File: config.mk
export PLATFORM = sky130hd
export DESIGN_NAME = bounded_level_resource_with_waiters
export DESIGN_NICKNAME = d
export VERILOG_FILES = /design/src/design/blrw_pkg.sv /design/src/design/blrw_front.sv /design/src/design/blrw_list.sv /design/src/design/blrw_back.sv /design/src/design/bounded_level_resource_with_waiters.sv
export VERILOG_INCLUDE_DIRS = /design/src /design/src/design
export SDC_FILE = /design/constraint.sdc
export NUM_CORES = 1
export LEC_CHECK = 0
export BUFFER_PORTS_ARGS = -buffer_cell sky130_fd_sc_hd__buf_2
export CAP_MARGIN = 10
export CORE_ASPECT_RATIO = 0.75
export CORE_MARGIN = 1.5
export CORE_UTILIZATION = 67
export DETAILED_ROUTE_END_ITERATION = 8
export GPL_TIMING_DRIVEN = 0
export PLACE_DENSITY = 0.85
export SLEW_MARGIN = 20
export SYNTH_ARGS = -nofsm -noshare
export SYNTH_HDL_FRONTEND = slang
export SYNTH_HIERARCHICAL = 1
export SYNTH_SLANG_ARGS = --single-unit
File: constraint.sdc
create_clock -name clk -period 24.9 [get_ports clk]
set_input_delay 6.225 -clock clk [delete_from_list [all_inputs] [get_ports clk]]
set_output_delay 6.225 -clock clk [all_outputs]
set_load 0.05 [all_outputs]
File: src/design/assert_macros.svh
// ----------------------------------------------------------------------------
// Assertion macros
// Clocked assertion shorthands used by the level resource top-level design file.
// ----------------------------------------------------------------------------
`ifndef ASSERT_MACROS_SVH
`define ASSERT_MACROS_SVH

// Check that pre implies post in the same cycle, outside reset.
`define BLRW_ASSERT_IMP(label, pre, post, msg) \
  label: assert property (@(posedge clk) disable iff (!rst_n) (pre) |-> (post)) \
    else $error(msg);

// Check that pre implies post in the next cycle, outside reset.
`define BLRW_ASSERT_NEXT(label, pre, post, msg) \
  label: assert property (@(posedge clk) disable iff (!rst_n) (pre) |=> (post)) \
    else $error(msg);

`endif

File: src/design/blrw_pkg.sv
// ----------------------------------------------------------------------------
// blrw_pkg
// Shared types and fixed widths of the bounded level resource with waiters.
// ----------------------------------------------------------------------------
package blrw_pkg;

  // Fixed field widths
  localparam int REQ_W       = 8;
  localparam int CAP_W       = 16;
  localparam int LEVEL_OUT_W = 16;
  localparam int OUTC_W      = 2;

  // Results one request may cause at most
  localparam int MAX_RESULTS = 17;
  localparam int RES_CNT_W   = $clog2(MAX_RESULTS + 1);

  // Capacity after reset
  localparam logic [CAP_W-1:0] CAP_RESET = 16'd15;

  // Request queue between front and back
  localparam int QDEPTH  = 2;
  localparam int QPTR_W  = 1;
  localparam int QFILL_W = 2;

  typedef enum logic {
    OP_PUT = 1'b0,
    OP_GET = 1'b1
  } op_t;

  typedef enum logic [OUTC_W-1:0] {
    OUTC_PUT    = 2'd0,
    OUTC_GET    = 2'd1,
    OUTC_REJECT = 2'd2
  } outcome_t;

  typedef enum logic [1:0] {
    ST_IDLE,
    ST_SCAN_START,
    ST_SCAN_EVAL,
    ST_FLUSH
  } state_t;

  // Classified request header
  typedef struct packed {
    op_t              op;
    logic [REQ_W-1:0] requester;
  } req_hdr_t;

  // Back-end status for the top level
  typedef struct packed {
    logic idle;
    logic pend_valid;
  } back_stat_t;

endpackage

File: src/design/blrw_front.sv
// ----------------------------------------------------------------------------
// blrw_front
// Accepts requests, classifies them as put or get and queues them for the
// back end in a two-entry queue.
// ----------------------------------------------------------------------------
module blrw_front #(
  parameter int AMOUNT_BITS = 16
) (
  input  logic                           clk,
  input  logic                           rst_n,
  input  logic                           in_valid,
  output logic                           in_stall,
  input  logic                           in_operation,
  input  logic [blrw_pkg::REQ_W-1:0]     in_requester,
  input  logic [AMOUNT_BITS-1:0]         in_amount,
  output logic                           q_valid,
  output blrw_pkg::req_hdr_t             q_hdr,
  output logic [AMOUNT_BITS-1:0]         q_amount,
  input  logic                           q_pop
);

  blrw_pkg::req_hdr_t                hdr_mem_r [blrw_pkg::QDEPTH];
  logic [AMOUNT_BITS-1:0]            amt_mem_r [blrw_pkg::QDEPTH];
  logic [blrw_pkg::QPTR_W-1:0]       wr_ptr_r, wr_ptr_nxt;
  logic [blrw_pkg::QPTR_W-1:0]       rd_ptr_r, rd_ptr_nxt;
  logic [blrw_pkg::QFILL_W-1:0]      fill_r, fill_nxt;
  logic                              push;
  logic                              pop;
  blrw_pkg::req_hdr_t                in_hdr;

  // Classify the incoming transaction
  always_comb begin
    in_hdr.op        = in_operation ? blrw_pkg::OP_GET : blrw_pkg::OP_PUT;
    in_hdr.requester = in_requester;
  end

  assign in_stall = (fill_r == blrw_pkg::QFILL_W'(blrw_pkg::QDEPTH));
  assign push     = in_valid && !in_stall;
  assign q_valid  = (fill_r != '0);
  assign pop      = q_pop && q_valid;
  assign q_hdr    = hdr_mem_r[rd_ptr_r];
  assign q_amount = amt_mem_r[rd_ptr_r];

  // Advance pointers and fill count
  always_comb begin
    wr_ptr_nxt = push ? wr_ptr_r + blrw_pkg::QPTR_W'(1) : wr_ptr_r;
    rd_ptr_nxt = pop ? rd_ptr_r + blrw_pkg::QPTR_W'(1) : rd_ptr_r;
    case ({push, pop})
      2'b10:   fill_nxt = fill_r + blrw_pkg::QFILL_W'(1);
      2'b01:   fill_nxt = fill_r - blrw_pkg::QFILL_W'(1);
      default: fill_nxt = fill_r;
    endcase
  end

  always_ff @(posedge clk) begin
    if (!rst_n) begin
      wr_ptr_r <= '0;
      rd_ptr_r <= '0;
      fill_r   <= '0;
    end else begin
      wr_ptr_r <= wr_ptr_nxt;
      rd_ptr_r <= rd_ptr_nxt;
      fill_r   <= fill_nxt;
    end
  end

  // Store the queued payload
  always_ff @(posedge clk) begin
    if (push) begin
      hdr_mem_r[wr_ptr_r] <= in_hdr;
      amt_mem_r[wr_ptr_r] <= in_amount;
    end
  end

endmodule

File: src/design/blrw_list.sv
// ----------------------------------------------------------------------------
// blrw_list
// Waiter list storage: one write port and one registered read port holding
// requester and amount of each waiting entry.
// ----------------------------------------------------------------------------
module blrw_list #(
  parameter int  WAITER_DEPTH = 8,
  parameter int  AMOUNT_BITS  = 16,
  localparam int IDX_W        = (WAITER_DEPTH > 1) ? $clog2(WAITER_DEPTH) : 1
) (
  input  logic                       clk,
  input  logic                       wr_en,
  input  logic [IDX_W-1:0]           wr_addr,
  input  logic [blrw_pkg::REQ_W-1:0] wr_id,
  input  logic [AMOUNT_BITS-1:0]     wr_amount,
  input  logic [IDX_W-1:0]           rd_addr,
  output logic [blrw_pkg::REQ_W-1:0] rd_id,
  output logic [AMOUNT_BITS-1:0]     rd_amount
);

  logic [blrw_pkg::REQ_W-1:0] id_mem  [WAITER_DEPTH];
  logic [AMOUNT_BITS-1:0]     amt_mem [WAITER_DEPTH];
  logic [blrw_pkg::REQ_W-1:0] rd_id_r;
  logic [AMOUNT_BITS-1:0]     rd_amount_r;

  // Write one entry, read one entry into the output register
  always_ff @(posedge clk) begin
    if (wr_en) begin
      id_mem[wr_addr]  <= wr_id;
      amt_mem[wr_addr] <= wr_amount;
    end
    rd_id_r     <= id_mem[rd_addr];
    rd_amount_r <= amt_mem[rd_addr];
  end

  assign rd_id     = rd_id_r;
  assign rd_amount = rd_amount_r;

endmodule

File: src/design/blrw_back.sv
// ----------------------------------------------------------------------------
// blrw_back
// Appends queued requests to their waiter list, rejects those whose list is
// full, and runs alternating put and get scans that grant waiters in order.
// ----------------------------------------------------------------------------
module blrw_back #(
  parameter int WAITER_DEPTH = 8,
  parameter int AMOUNT_BITS  = 16
) (
  input  logic                             clk,
  input  logic                             rst_n,
  input  logic                             cfg_wr_en,
  input  logic [blrw_pkg::CAP_W-1:0]       cfg_wr_data,
  input  logic                             q_valid,
  input  blrw_pkg::req_hdr_t               q_hdr,
  input  logic [AMOUNT_BITS-1:0]           q_amount,
  output logic                             q_pop,
  output logic                             out_valid,
  input  logic                             out_stall,
  output logic [blrw_pkg::REQ_W-1:0]       out_granted_to,
  output logic [blrw_pkg::OUTC_W-1:0]      out_outcome,
  output logic [blrw_pkg::LEVEL_OUT_W-1:0] out_level_after,
  output logic                             out_last,
  output blrw_pkg::back_stat_t             stat
);

  localparam int IDX_W = (WAITER_DEPTH > 1) ? $clog2(WAITER_DEPTH) : 1;
  localparam int CNT_W = $clog2(WAITER_DEPTH + 1);
  localparam int CW    = (AMOUNT_BITS > blrw_pkg::CAP_W) ? AMOUNT_BITS : blrw_pkg::CAP_W;
  localparam int RC_W  = blrw_pkg::RES_CNT_W;
  localparam int LO_W  = blrw_pkg::LEVEL_OUT_W;

  // Control state
  blrw_pkg::state_t             state_r, state_nxt;
  logic [blrw_pkg::CAP_W-1:0]   capacity_r;
  logic [AMOUNT_BITS-1:0]       level_r, level_nxt;
  logic [CNT_W-1:0]             put_cnt_r, put_cnt_nxt;
  logic [CNT_W-1:0]             get_cnt_r, get_cnt_nxt;
  blrw_pkg::op_t                sel_r, sel_nxt;
  logic [CNT_W-1:0]             rd_ptr_r, rd_ptr_nxt;
  logic [CNT_W-1:0]             wr_ptr_r, wr_ptr_nxt;
  logic [RC_W-1:0]              res_n_r, res_n_nxt;
  logic                         round_grant_r, round_grant_nxt;
  logic                         pend_valid_r, pend_valid_nxt;
  logic                         out_valid_r, out_valid_nxt;

  // Result payload
  logic [blrw_pkg::REQ_W-1:0]   pend_id_r, pend_id_nxt;
  blrw_pkg::outcome_t           pend_outc_r, pend_outc_nxt;
  logic [LO_W-1:0]              pend_level_r, pend_level_nxt;
  logic [blrw_pkg::REQ_W-1:0]   out_id_r, out_id_nxt;
  blrw_pkg::outcome_t           out_outc_r, out_outc_nxt;
  logic [LO_W-1:0]              out_level_r, out_level_nxt;
  logic                         out_last_r, out_last_nxt;

  // Datapath
  logic                         out_free;
  logic [CNT_W-1:0]             hdr_cnt;
  logic                         hdr_full;
  logic [CNT_W-1:0]             sel_cnt;
  logic                         in_range;
  logic [CNT_W-1:0]             rd_ptr_inc;
  logic [blrw_pkg::REQ_W-1:0]   p_rd_id, g_rd_id, rd_id;
  logic [AMOUNT_BITS-1:0]       p_rd_amt, g_rd_amt, rd_amt;
  logic [CW-1:0]                cap_ext, amt_max_ext, level_ext, grant_level_ext;
  logic [AMOUNT_BITS-1:0]       eff_cap;
  logic [AMOUNT_BITS:0]         put_sum;
  logic                         fits;
  logic                         res_below;
  logic                         grant;
  logic                         advance;
  logic [AMOUNT_BITS-1:0]       grant_level;
  logic [IDX_W-1:0]             rd_addr;
  logic [IDX_W-1:0]             wr_addr;
  logic [blrw_pkg::REQ_W-1:0]   wr_id;
  logic [AMOUNT_BITS-1:0]       wr_amt;
  logic                         p_wr_en, g_wr_en;

  blrw_list #(
    .WAITER_DEPTH (WAITER_DEPTH),
    .AMOUNT_BITS  (AMOUNT_BITS)
  ) u_put_list (
    .clk       (clk),
    .wr_en     (p_wr_en),
    .wr_addr   (wr_addr),
    .wr_id     (wr_id),
    .wr_amount (wr_amt),
    .rd_addr   (rd_addr),
    .rd_id     (p_rd_id),
    .rd_amount (p_rd_amt)
  );

  blrw_list #(
    .WAITER_DEPTH (WAITER_DEPTH),
    .AMOUNT_BITS  (AMOUNT_BITS)
  ) u_get_list (
    .clk       (clk),
    .wr_en     (g_wr_en),
    .wr_addr   (wr_addr),
    .wr_id     (wr_id),
    .wr_amount (wr_amt),
    .rd_addr   (rd_addr),
    .rd_id     (g_rd_id),
    .rd_amount (g_rd_amt)
  );

  // Classify the queue head and the list under scan
  assign out_free   = !out_valid_r || !out_stall;
  assign hdr_cnt    = (q_hdr.op == blrw_pkg::OP_GET) ? get_cnt_r : put_cnt_r;
  assign hdr_full   = (hdr_cnt == CNT_W'(WAITER_DEPTH));
  assign sel_cnt    = (sel_r == blrw_pkg::OP_GET) ? get_cnt_r : put_cnt_r;
  assign in_range   = (rd_ptr_r < sel_cnt);
  assign rd_ptr_inc = rd_ptr_r + CNT_W'(1);
  assign rd_id      = (sel_r == blrw_pkg::OP_GET) ? g_rd_id : p_rd_id;
  assign rd_amt     = (sel_r == blrw_pkg::OP_GET) ? g_rd_amt : p_rd_amt;

  // Limit capacity to what the level can hold
  assign cap_ext     = CW'(capacity_r);
  assign amt_max_ext = CW'({AMOUNT_BITS{1'b1}});
  assign eff_cap     = (cap_ext > amt_max_ext) ? amt_max_ext[AMOUNT_BITS-1:0]
                                               : cap_ext[AMOUNT_BITS-1:0];

  // Grant test for the entry under scan
  assign put_sum   = {1'b0, level_r} + {1'b0, rd_amt};
  assign res_below = (res_n_r < RC_W'(blrw_pkg::MAX_RESULTS));
  always_comb begin
    if (sel_r == blrw_pkg::OP_GET) begin
      fits        = (level_r >= rd_amt);
      grant_level = level_r - rd_amt;
    end else begin
      fits        = (put_sum <= {1'b0, eff_cap});
      grant_level = put_sum[AMOUNT_BITS-1:0];
    end
  end
  assign grant   = fits && res_below;
  assign advance = !grant || !pend_valid_r || out_free;

  assign level_ext       = CW'(level_r);
  assign grant_level_ext = CW'(grant_level);

  // Next state
  always_comb begin
    state_nxt = state_r;
    case (state_r)
      blrw_pkg::ST_IDLE: begin
        if (q_valid && !hdr_full) state_nxt = blrw_pkg::ST_SCAN_START;
      end
      blrw_pkg::ST_SCAN_START: state_nxt = blrw_pkg::ST_SCAN_EVAL;
      blrw_pkg::ST_SCAN_EVAL: begin
        if (!in_range) begin
          if (sel_r == blrw_pkg::OP_PUT || (round_grant_r && res_below)) begin
            state_nxt = blrw_pkg::ST_SCAN_START;
          end else begin
            state_nxt = blrw_pkg::ST_FLUSH;
          end
        end
      end
      blrw_pkg::ST_FLUSH: begin
        if (!pend_valid_r || out_free) state_nxt = blrw_pkg::ST_IDLE;
      end
      default: state_nxt = blrw_pkg::ST_IDLE;
    endcase
  end

  // Datapath and outputs per state
  always_comb begin
    level_nxt       = level_r;
    put_cnt_nxt     = put_cnt_r;
    get_cnt_nxt     = get_cnt_r;
    sel_nxt         = sel_r;
    rd_ptr_nxt      = rd_ptr_r;
    wr_ptr_nxt      = wr_ptr_r;
    res_n_nxt       = res_n_r;
    round_grant_nxt = round_grant_r;
    pend_valid_nxt  = pend_valid_r;
    pend_id_nxt     = pend_id_r;
    pend_outc_nxt   = pend_outc_r;
    pend_level_nxt  = pend_level_r;
    out_valid_nxt   = out_valid_r;
    out_id_nxt      = out_id_r;
    out_outc_nxt    = out_outc_r;
    out_level_nxt   = out_level_r;
    out_last_nxt    = out_last_r;
    q_pop           = 1'b0;
    p_wr_en         = 1'b0;
    g_wr_en         = 1'b0;
    wr_addr         = '0;
    wr_id           = q_hdr.requester;
    wr_amt          = q_amount;
    rd_addr         = '0;

    // Drop a result once it is taken
    if (out_valid_r && !out_stall) out_valid_nxt = 1'b0;

    case (state_r)
      blrw_pkg::ST_IDLE: begin
        if (q_valid) begin
          if (hdr_full) begin
            // Reject straight to the output register
            if (out_free) begin
              q_pop         = 1'b1;
              out_valid_nxt = 1'b1;
              out_id_nxt    = q_hdr.requester;
              out_outc_nxt  = blrw_pkg::OUTC_REJECT;
              out_level_nxt = level_ext[LO_W-1:0];
              out_last_nxt  = 1'b1;
            end
          end else begin
            // Append to the tail of the matching list
            q_pop   = 1'b1;
            wr_addr = hdr_cnt[IDX_W-1:0];
            if (q_hdr.op == blrw_pkg::OP_GET) begin
              g_wr_en     = 1'b1;
              get_cnt_nxt = get_cnt_r + CNT_W'(1);
            end else begin
              p_wr_en     = 1'b1;
              put_cnt_nxt = put_cnt_r + CNT_W'(1);
            end
            sel_nxt         = blrw_pkg::OP_PUT;
            res_n_nxt       = '0;
            round_grant_nxt = 1'b0;
          end
        end
      end

      blrw_pkg::ST_SCAN_START: begin
        rd_ptr_nxt = '0;
        wr_ptr_nxt = '0;
        rd_addr    = '0;
      end

      blrw_pkg::ST_SCAN_EVAL: begin
        if (in_range) begin
          rd_addr = advance ? rd_ptr_inc[IDX_W-1:0] : rd_ptr_r[IDX_W-1:0];
          if (advance) begin
            rd_ptr_nxt = rd_ptr_inc;
            if (grant) begin
              // Release the previous grant, hold this one until the next
              level_nxt       = grant_level;
              res_n_nxt       = res_n_r + RC_W'(1);
              round_grant_nxt = 1'b1;
              if (pend_valid_r) begin
                out_valid_nxt = 1'b1;
                out_id_nxt    = pend_id_r;
                out_outc_nxt  = pend_outc_r;
                out_level_nxt = pend_level_r;
                out_last_nxt  = 1'b0;
              end
              pend_valid_nxt = 1'b1;
              pend_id_nxt    = rd_id;
              pend_outc_nxt  = (sel_r == blrw_pkg::OP_GET) ? blrw_pkg::OUTC_GET
                                                           : blrw_pkg::OUTC_PUT;
              pend_level_nxt = grant_level_ext[LO_W-1:0];
            end else begin
              // Keep the entry, compacting toward the head
              wr_addr    = wr_ptr_r[IDX_W-1:0];
              wr_id      = rd_id;
              wr_amt     = rd_amt;
              wr_ptr_nxt = wr_ptr_r + CNT_W'(1);
              if (sel_r == blrw_pkg::OP_GET) begin
                g_wr_en = 1'b1;
              end else begin
                p_wr_en = 1'b1;
              end
            end
          end
        end else begin
          // End of list: shrink it to the kept entries
          if (sel_r == blrw_pkg::OP_GET) begin
            get_cnt_nxt = wr_ptr_r;
          end else begin
            put_cnt_nxt = wr_ptr_r;
          end
          if (sel_r == blrw_pkg::OP_PUT) begin
            sel_nxt = blrw_pkg::OP_GET;
          end else if (round_grant_r && res_below) begin
            sel_nxt         = blrw_pkg::OP_PUT;
            round_grant_nxt = 1'b0;
          end
        end
      end

      blrw_pkg::ST_FLUSH: begin
        // Send the held grant as the final result
        if (pend_valid_r && out_free) begin
          out_valid_nxt  = 1'b1;
          out_id_nxt     = pend_id_r;
          out_outc_nxt   = pend_outc_r;
          out_level_nxt  = pend_level_r;
          out_last_nxt   = 1'b1;
          pend_valid_nxt = 1'b0;
        end
      end

      default: ;
    endcase
  end

  // Control registers
  always_ff @(posedge clk) begin
    if (!rst_n) begin
      state_r       <= blrw_pkg::ST_IDLE;
      capacity_r    <= blrw_pkg::CAP_RESET;
      level_r       <= '0;
      put_cnt_r     <= '0;
      get_cnt_r     <= '0;
      sel_r         <= blrw_pkg::OP_PUT;
      rd_ptr_r      <= '0;
      wr_ptr_r      <= '0;
      res_n_r       <= '0;
      round_grant_r <= 1'b0;
      pend_valid_r  <= 1'b0;
      out_valid_r   <= 1'b0;
    end else begin
      state_r       <= state_nxt;
      if (cfg_wr_en) capacity_r <= cfg_wr_data;
      level_r       <= level_nxt;
      put_cnt_r     <= put_cnt_nxt;
      get_cnt_r     <= get_cnt_nxt;
      sel_r         <= sel_nxt;
      rd_ptr_r      <= rd_ptr_nxt;
      wr_ptr_r      <= wr_ptr_nxt;
      res_n_r       <= res_n_nxt;
      round_grant_r <= round_grant_nxt;
      pend_valid_r  <= pend_valid_nxt;
      out_valid_r   <= out_valid_nxt;
    end
  end

  // Payload registers
  always_ff @(posedge clk) begin
    pend_id_r    <= pend_id_nxt;
    pend_outc_r  <= pend_outc_nxt;
    pend_level_r <= pend_level_nxt;
    out_id_r     <= out_id_nxt;
    out_outc_r   <= out_outc_nxt;
    out_level_r  <= out_level_nxt;
    out_last_r   <= out_last_nxt;
  end

  assign out_valid       = out_valid_r;
  assign out_granted_to  = out_id_r;
  assign out_outcome     = out_outc_r;
  assign out_level_after = out_level_r;
  assign out_last        = out_last_r;

  assign stat.idle       = (state_r == blrw_pkg::ST_IDLE);
  assign stat.pend_valid = pend_valid_r;

endmodule

File: src/design/bounded_level_resource_with_waiters.sv
// Results: a reject passes from the front queue straight into the output register
//   once the back end is idle and the output is free; a grant is held in a pending
//   register and moves to the output register once the next grant or the end of
//   the scans is found. Scans run R rounds over P put and G get waiters, one entry
//   per cycle through each list's single read port while the output is not stalled.
// Reset (synchronous, rst_n low): level 0, both lists empty, capacity 15.
// ----------------------------------------------------------------------------
// bounded_level_resource_with_waiters
// Level resource with a capacity register and ordered put and get waiter lists;
// grants every waiter that fits after each request, up to 17 results per request.
// ----------------------------------------------------------------------------
`include "assert_macros.svh"

module bounded_level_resource_with_waiters #(
  parameter int WAITER_DEPTH = 8,
  parameter int AMOUNT_BITS  = 16
) (
  input  logic                             clk,
  input  logic                             rst_n,
  input  logic                             cfg_wr_en,
  input  logic [blrw_pkg::CAP_W-1:0]       cfg_wr_data,
  input  logic                             in_valid,
  output logic                             in_stall,
  input  logic                             in_operation,
  input  logic [blrw_pkg::REQ_W-1:0]       in_requester,
  input  logic [AMOUNT_BITS-1:0]           in_amount,
  output logic                             out_valid,
  input  logic                             out_stall,
  output logic [blrw_pkg::REQ_W-1:0]       out_granted_to,
  output logic [blrw_pkg::OUTC_W-1:0]      out_outcome,
  output logic [blrw_pkg::LEVEL_OUT_W-1:0] out_level_after,
  output logic                             out_last
);

  logic                       q_valid;
  blrw_pkg::req_hdr_t         q_hdr;
  logic [AMOUNT_BITS-1:0]     q_amount;
  logic                       q_pop;
  blrw_pkg::back_stat_t       stat;
  logic                       rej_seen;
  logic                       mid_taken;
  logic                       more_due;

  blrw_front #(
    .AMOUNT_BITS (AMOUNT_BITS)
  ) u_front (
    .clk          (clk),
    .rst_n        (rst_n),
    .in_valid     (in_valid),
    .in_stall     (in_stall),
    .in_operation (in_operation),
    .in_requester (in_requester),
    .in_amount    (in_amount),
    .q_valid      (q_valid),
    .q_hdr        (q_hdr),
    .q_amount     (q_amount),
    .q_pop        (q_pop)
  );

  blrw_back #(
    .WAITER_DEPTH (WAITER_DEPTH),
    .AMOUNT_BITS  (AMOUNT_BITS)
  ) u_back (
    .clk             (clk),
    .rst_n           (rst_n),
    .cfg_wr_en       (cfg_wr_en),
    .cfg_wr_data     (cfg_wr_data),
    .q_valid         (q_valid),
    .q_hdr           (q_hdr),
    .q_amount        (q_amount),
    .q_pop           (q_pop),
    .out_valid       (out_valid),
    .out_stall       (out_stall),
    .out_granted_to  (out_granted_to),
    .out_outcome     (out_outcome),
    .out_level_after (out_level_after),
    .out_last        (out_last),
    .stat            (stat)
  );

  // Qualifiers for the checks below
  assign rej_seen  = out_valid && (out_outcome == blrw_pkg::OUTC_REJECT);
  assign mid_taken = out_valid && !out_stall && !out_last;
  assign more_due  = out_valid || stat.pend_valid;

  // A reject is always the only result of its request
  `BLRW_ASSERT_IMP(a_reject_is_last, rej_seen, out_last, "reject result without last")

  // No grant may be left held once the sequencer is idle
  `BLRW_ASSERT_IMP(a_idle_no_pending, stat.idle, !stat.pend_valid, "grant held while idle")

  // A non-final result is always followed by one already waiting
  `BLRW_ASSERT_NEXT(a_more_after_non_last, mid_taken, more_due, "nothing after non-final")

endmodule

==> results.py <==
metrics = {
    "cells_and_area": {
        "area_growth_pct": 13.8,
        "final_cell_mix": "edfxtp_1, dfxtp_1, buf_2",
        "num_antenna_cells": 0,
        "drive_gt1_share_pct": 27.8,
        "utilization_pct": 77.2,
        "stdcell_area_um2": 28600,
        "nNetsFinal": 1786,
        "final_common_cell": "edfxtp_1",
    },
    "global_routing": {
        "grt_first_pass_wirelength_mm": 90.2,
        "grt.overflow.total": 0,
        "grt_max_degree": 35,
        "antenna_found_initial": 1,
        "grt_usage_pct": 32.5,
        "grt_pass1_vias": 14400,
    },
    "sta": {
        "setup_viol": 0,
        "rsz0062_at_grt": "no",
        "tns_ns": 0,
        "fmax_ghz": 0.0952,
        "tightest_slew_ns": 1.20,
        "hold_violations": 0,
        "drv_slew": 0,
        "skew_ns": 0.0127,
        "fin_crit_sh_pct": 42.2,
        "fin_ws_ns": 14.39,
        "slew_headroom_pct": 19.8,
        "fin_crit_ns": 10.51,
    },
    "cts": {
        "cts_sinks": 598,
        "cts-hold-fix-buffers": 0,
        "htreeDepth": 2,
        "clkLatencyLatePin_ns": 0.59,
        "cts_setup_buffers": 0,
        "clockBufferDepth": 3,
        "clockRootBuffer": "clkbuf_16",
        "cts_buffers": 53,
        "cts_tree": "built",
        "cts_resized": 0,
        "clk_pin_slew_worst_paths_ns": 0.06,
    },
    "floorplan": {
        "ios": 75,
        "initial_core_util_pct": 67.8,
        "die_area_um2": 38700,
        "die_x_um": 227,
        "die_h_um": 171,
        "core_um2": 37000,
        "row_count": 61,
    },
    "routing": {
        "routed_wl_mm": 60.6,
        "drt_iter0_drc": 1782,
        "first_pass_iters": 6,
        "drc": 0,
        "wl_per_cell_um": 27.2,
        "routed_via_density": 6.55,
        "vias": 14600,
        "ant_nets": 0,
    },
    "power": {
        "p_leak_nw": 9.82,
        "peakVddDrop_mv": 0.0836,
        "power.total_mw": 2.79,
        "power_density_nw_per_um2": 97.5,
    },
    "yosys": {
        "synthCells": 1525,
        "avgSynthCellArea_um2": 16.5,
        "synth_area_um2": 25100,
        "ys_warn_count": 6,
        "syn_nets": 1630,
    },
    "placement": {
        "place.gp.congestion": 0.911,
        "dp_hpwl_mm": 39.7,
        "portBuffers": 73,
        "place_ws_ns": 14.75,
        "postPlaceCellArea_um2": 26700,
    },
    "min_path": {
        "hold_depth": 0,
        "min_path_type": "flip-flop to flip-flop",
    },
    "critical_path": {
        "cp_common_cell": "buf_4",
        "critPathKind": "flip-flop to flip-flop",
        "crit_path_max_fanout": 10,
        "endpoint_kind": "flip-flop",
        "cp.arrival_ns": 10.79,
        "slowest_delay_ns": 0.90,
        "start_kind": "flip-flop",
        "cp_data_required_time_ns": 25.19,
        "cp_slowest_cell": "clkbuf_1",
        "r2r_cells": 29,
    },
    "run": {
        "drv_cap": 0,
    },
    "status": {
        "outcome": "finished, final reports clean",
    },
}
==> flip-flops by register name, summed over array words and instances, names as in the netlist, 5 cells and up, named ones only <==
| register | flops |
|---|---|
| u_back/u_get_list/rd_id | 8 |
| u_back/out_level_after | 16 |
| u_back/u_put_list/rd_id | 8 |
| u_back/u_get_list/amt_mem | 128 |
| u_back/u_get_list/rd_amount | 16 |
| u_back/u_get_list/id_mem | 64 |
| u_back/cap_ext | 16 |
| u_back/pend_level_r | 16 |
| u_back/res_n_r | 5 |
| u_front/hdr_mem_r | 18 |
| u_front/amt_mem_r | 32 |
| u_back/u_put_list/rd_amount | 16 |
| u_back/u_put_list/id_mem | 64 |
| u_back/pend_id_r | 8 |
| u_back/out_granted_to | 8 |
| u_back/u_put_list/amt_mem | 128 |
| u_back/level_ext | 16 |
==> critical path, delay by kind of cell, from the launching register on <==
kind,cells,cell delay [ns]
compound gates,10,3.07
mux,1,0.56
buf+inv,10,3.85
flops,1,0.32
fa+ha+maj,2,0.63
simple gates,5,1.61
xor+xnor,1,0.14
==> layout make-up <==
class | instances | area, µm²
Multi-Input combinational cell | 799 | 7820
Fill cell | 1979 | 8430
Tap cell | 504 | 631
Sequential cell | 598 | 16800
Clock inverter | 30 | 363
Buffer | 71 | 403
Inverter | 57 | 214
Timing Repair Buffer | 101 | 836
Clock buffer | 70 | 1480
==> power breakdown <==
group / switching (mW) / total [mW] / internal (mW) / leakage (nW)
Combinational: 0.389 / 0.620 / 0.231 / 3.60
Clock: 0.360 / 0.864 / 0.503 / 0.903
Sequential: 0.0384 / 1.30 / 1.26 / 5.32
Total: 0.788 / 2.79 / 2.00 / 9.82
==> routing by layer <==
layer / share of wire, % / GRT usage [%]
met2: 47 / 51.5
met5: 0 / 0
met3: 10 / 7.37
met4: 3.0 / 10.5
met1: 40 / 45.6
==> worst paths after layout <==
path	startpoint	slack [ns]	to
setup / recovery	u_back/sel_r$_SDFFE_PN0P_	14.39	u_back/u_get_list/amt_mem[0][10]$_DFFE_PP_
hold reg to reg	u_back/sel_r$_SDFFE_PN0P_	0.43	u_back/pend_outc_r[0]$_DFFE_PP_
setup reg to reg	u_back/sel_r$_SDFFE_PN0P_	14.39	u_back/u_get_list/amt_mem[0][10]$_DFFE_PP_
hold / removal	u_back/sel_r$_SDFFE_PN0P_	0.43	u_back/pend_outc_r[0]$_DFFE_PP_
==> stage by stage <==
step	hold slack, ns	cells
5_1_grt	0.430	2230
3_3_place_gp	0.418	2102
3_5_place_dp	0.414	2129
2_1_floorplan	0.406	1525
4_1_cts	0.428	2229
6_report	0.429	2230
No activity file was read; power rests on OpenSTA's default activity.
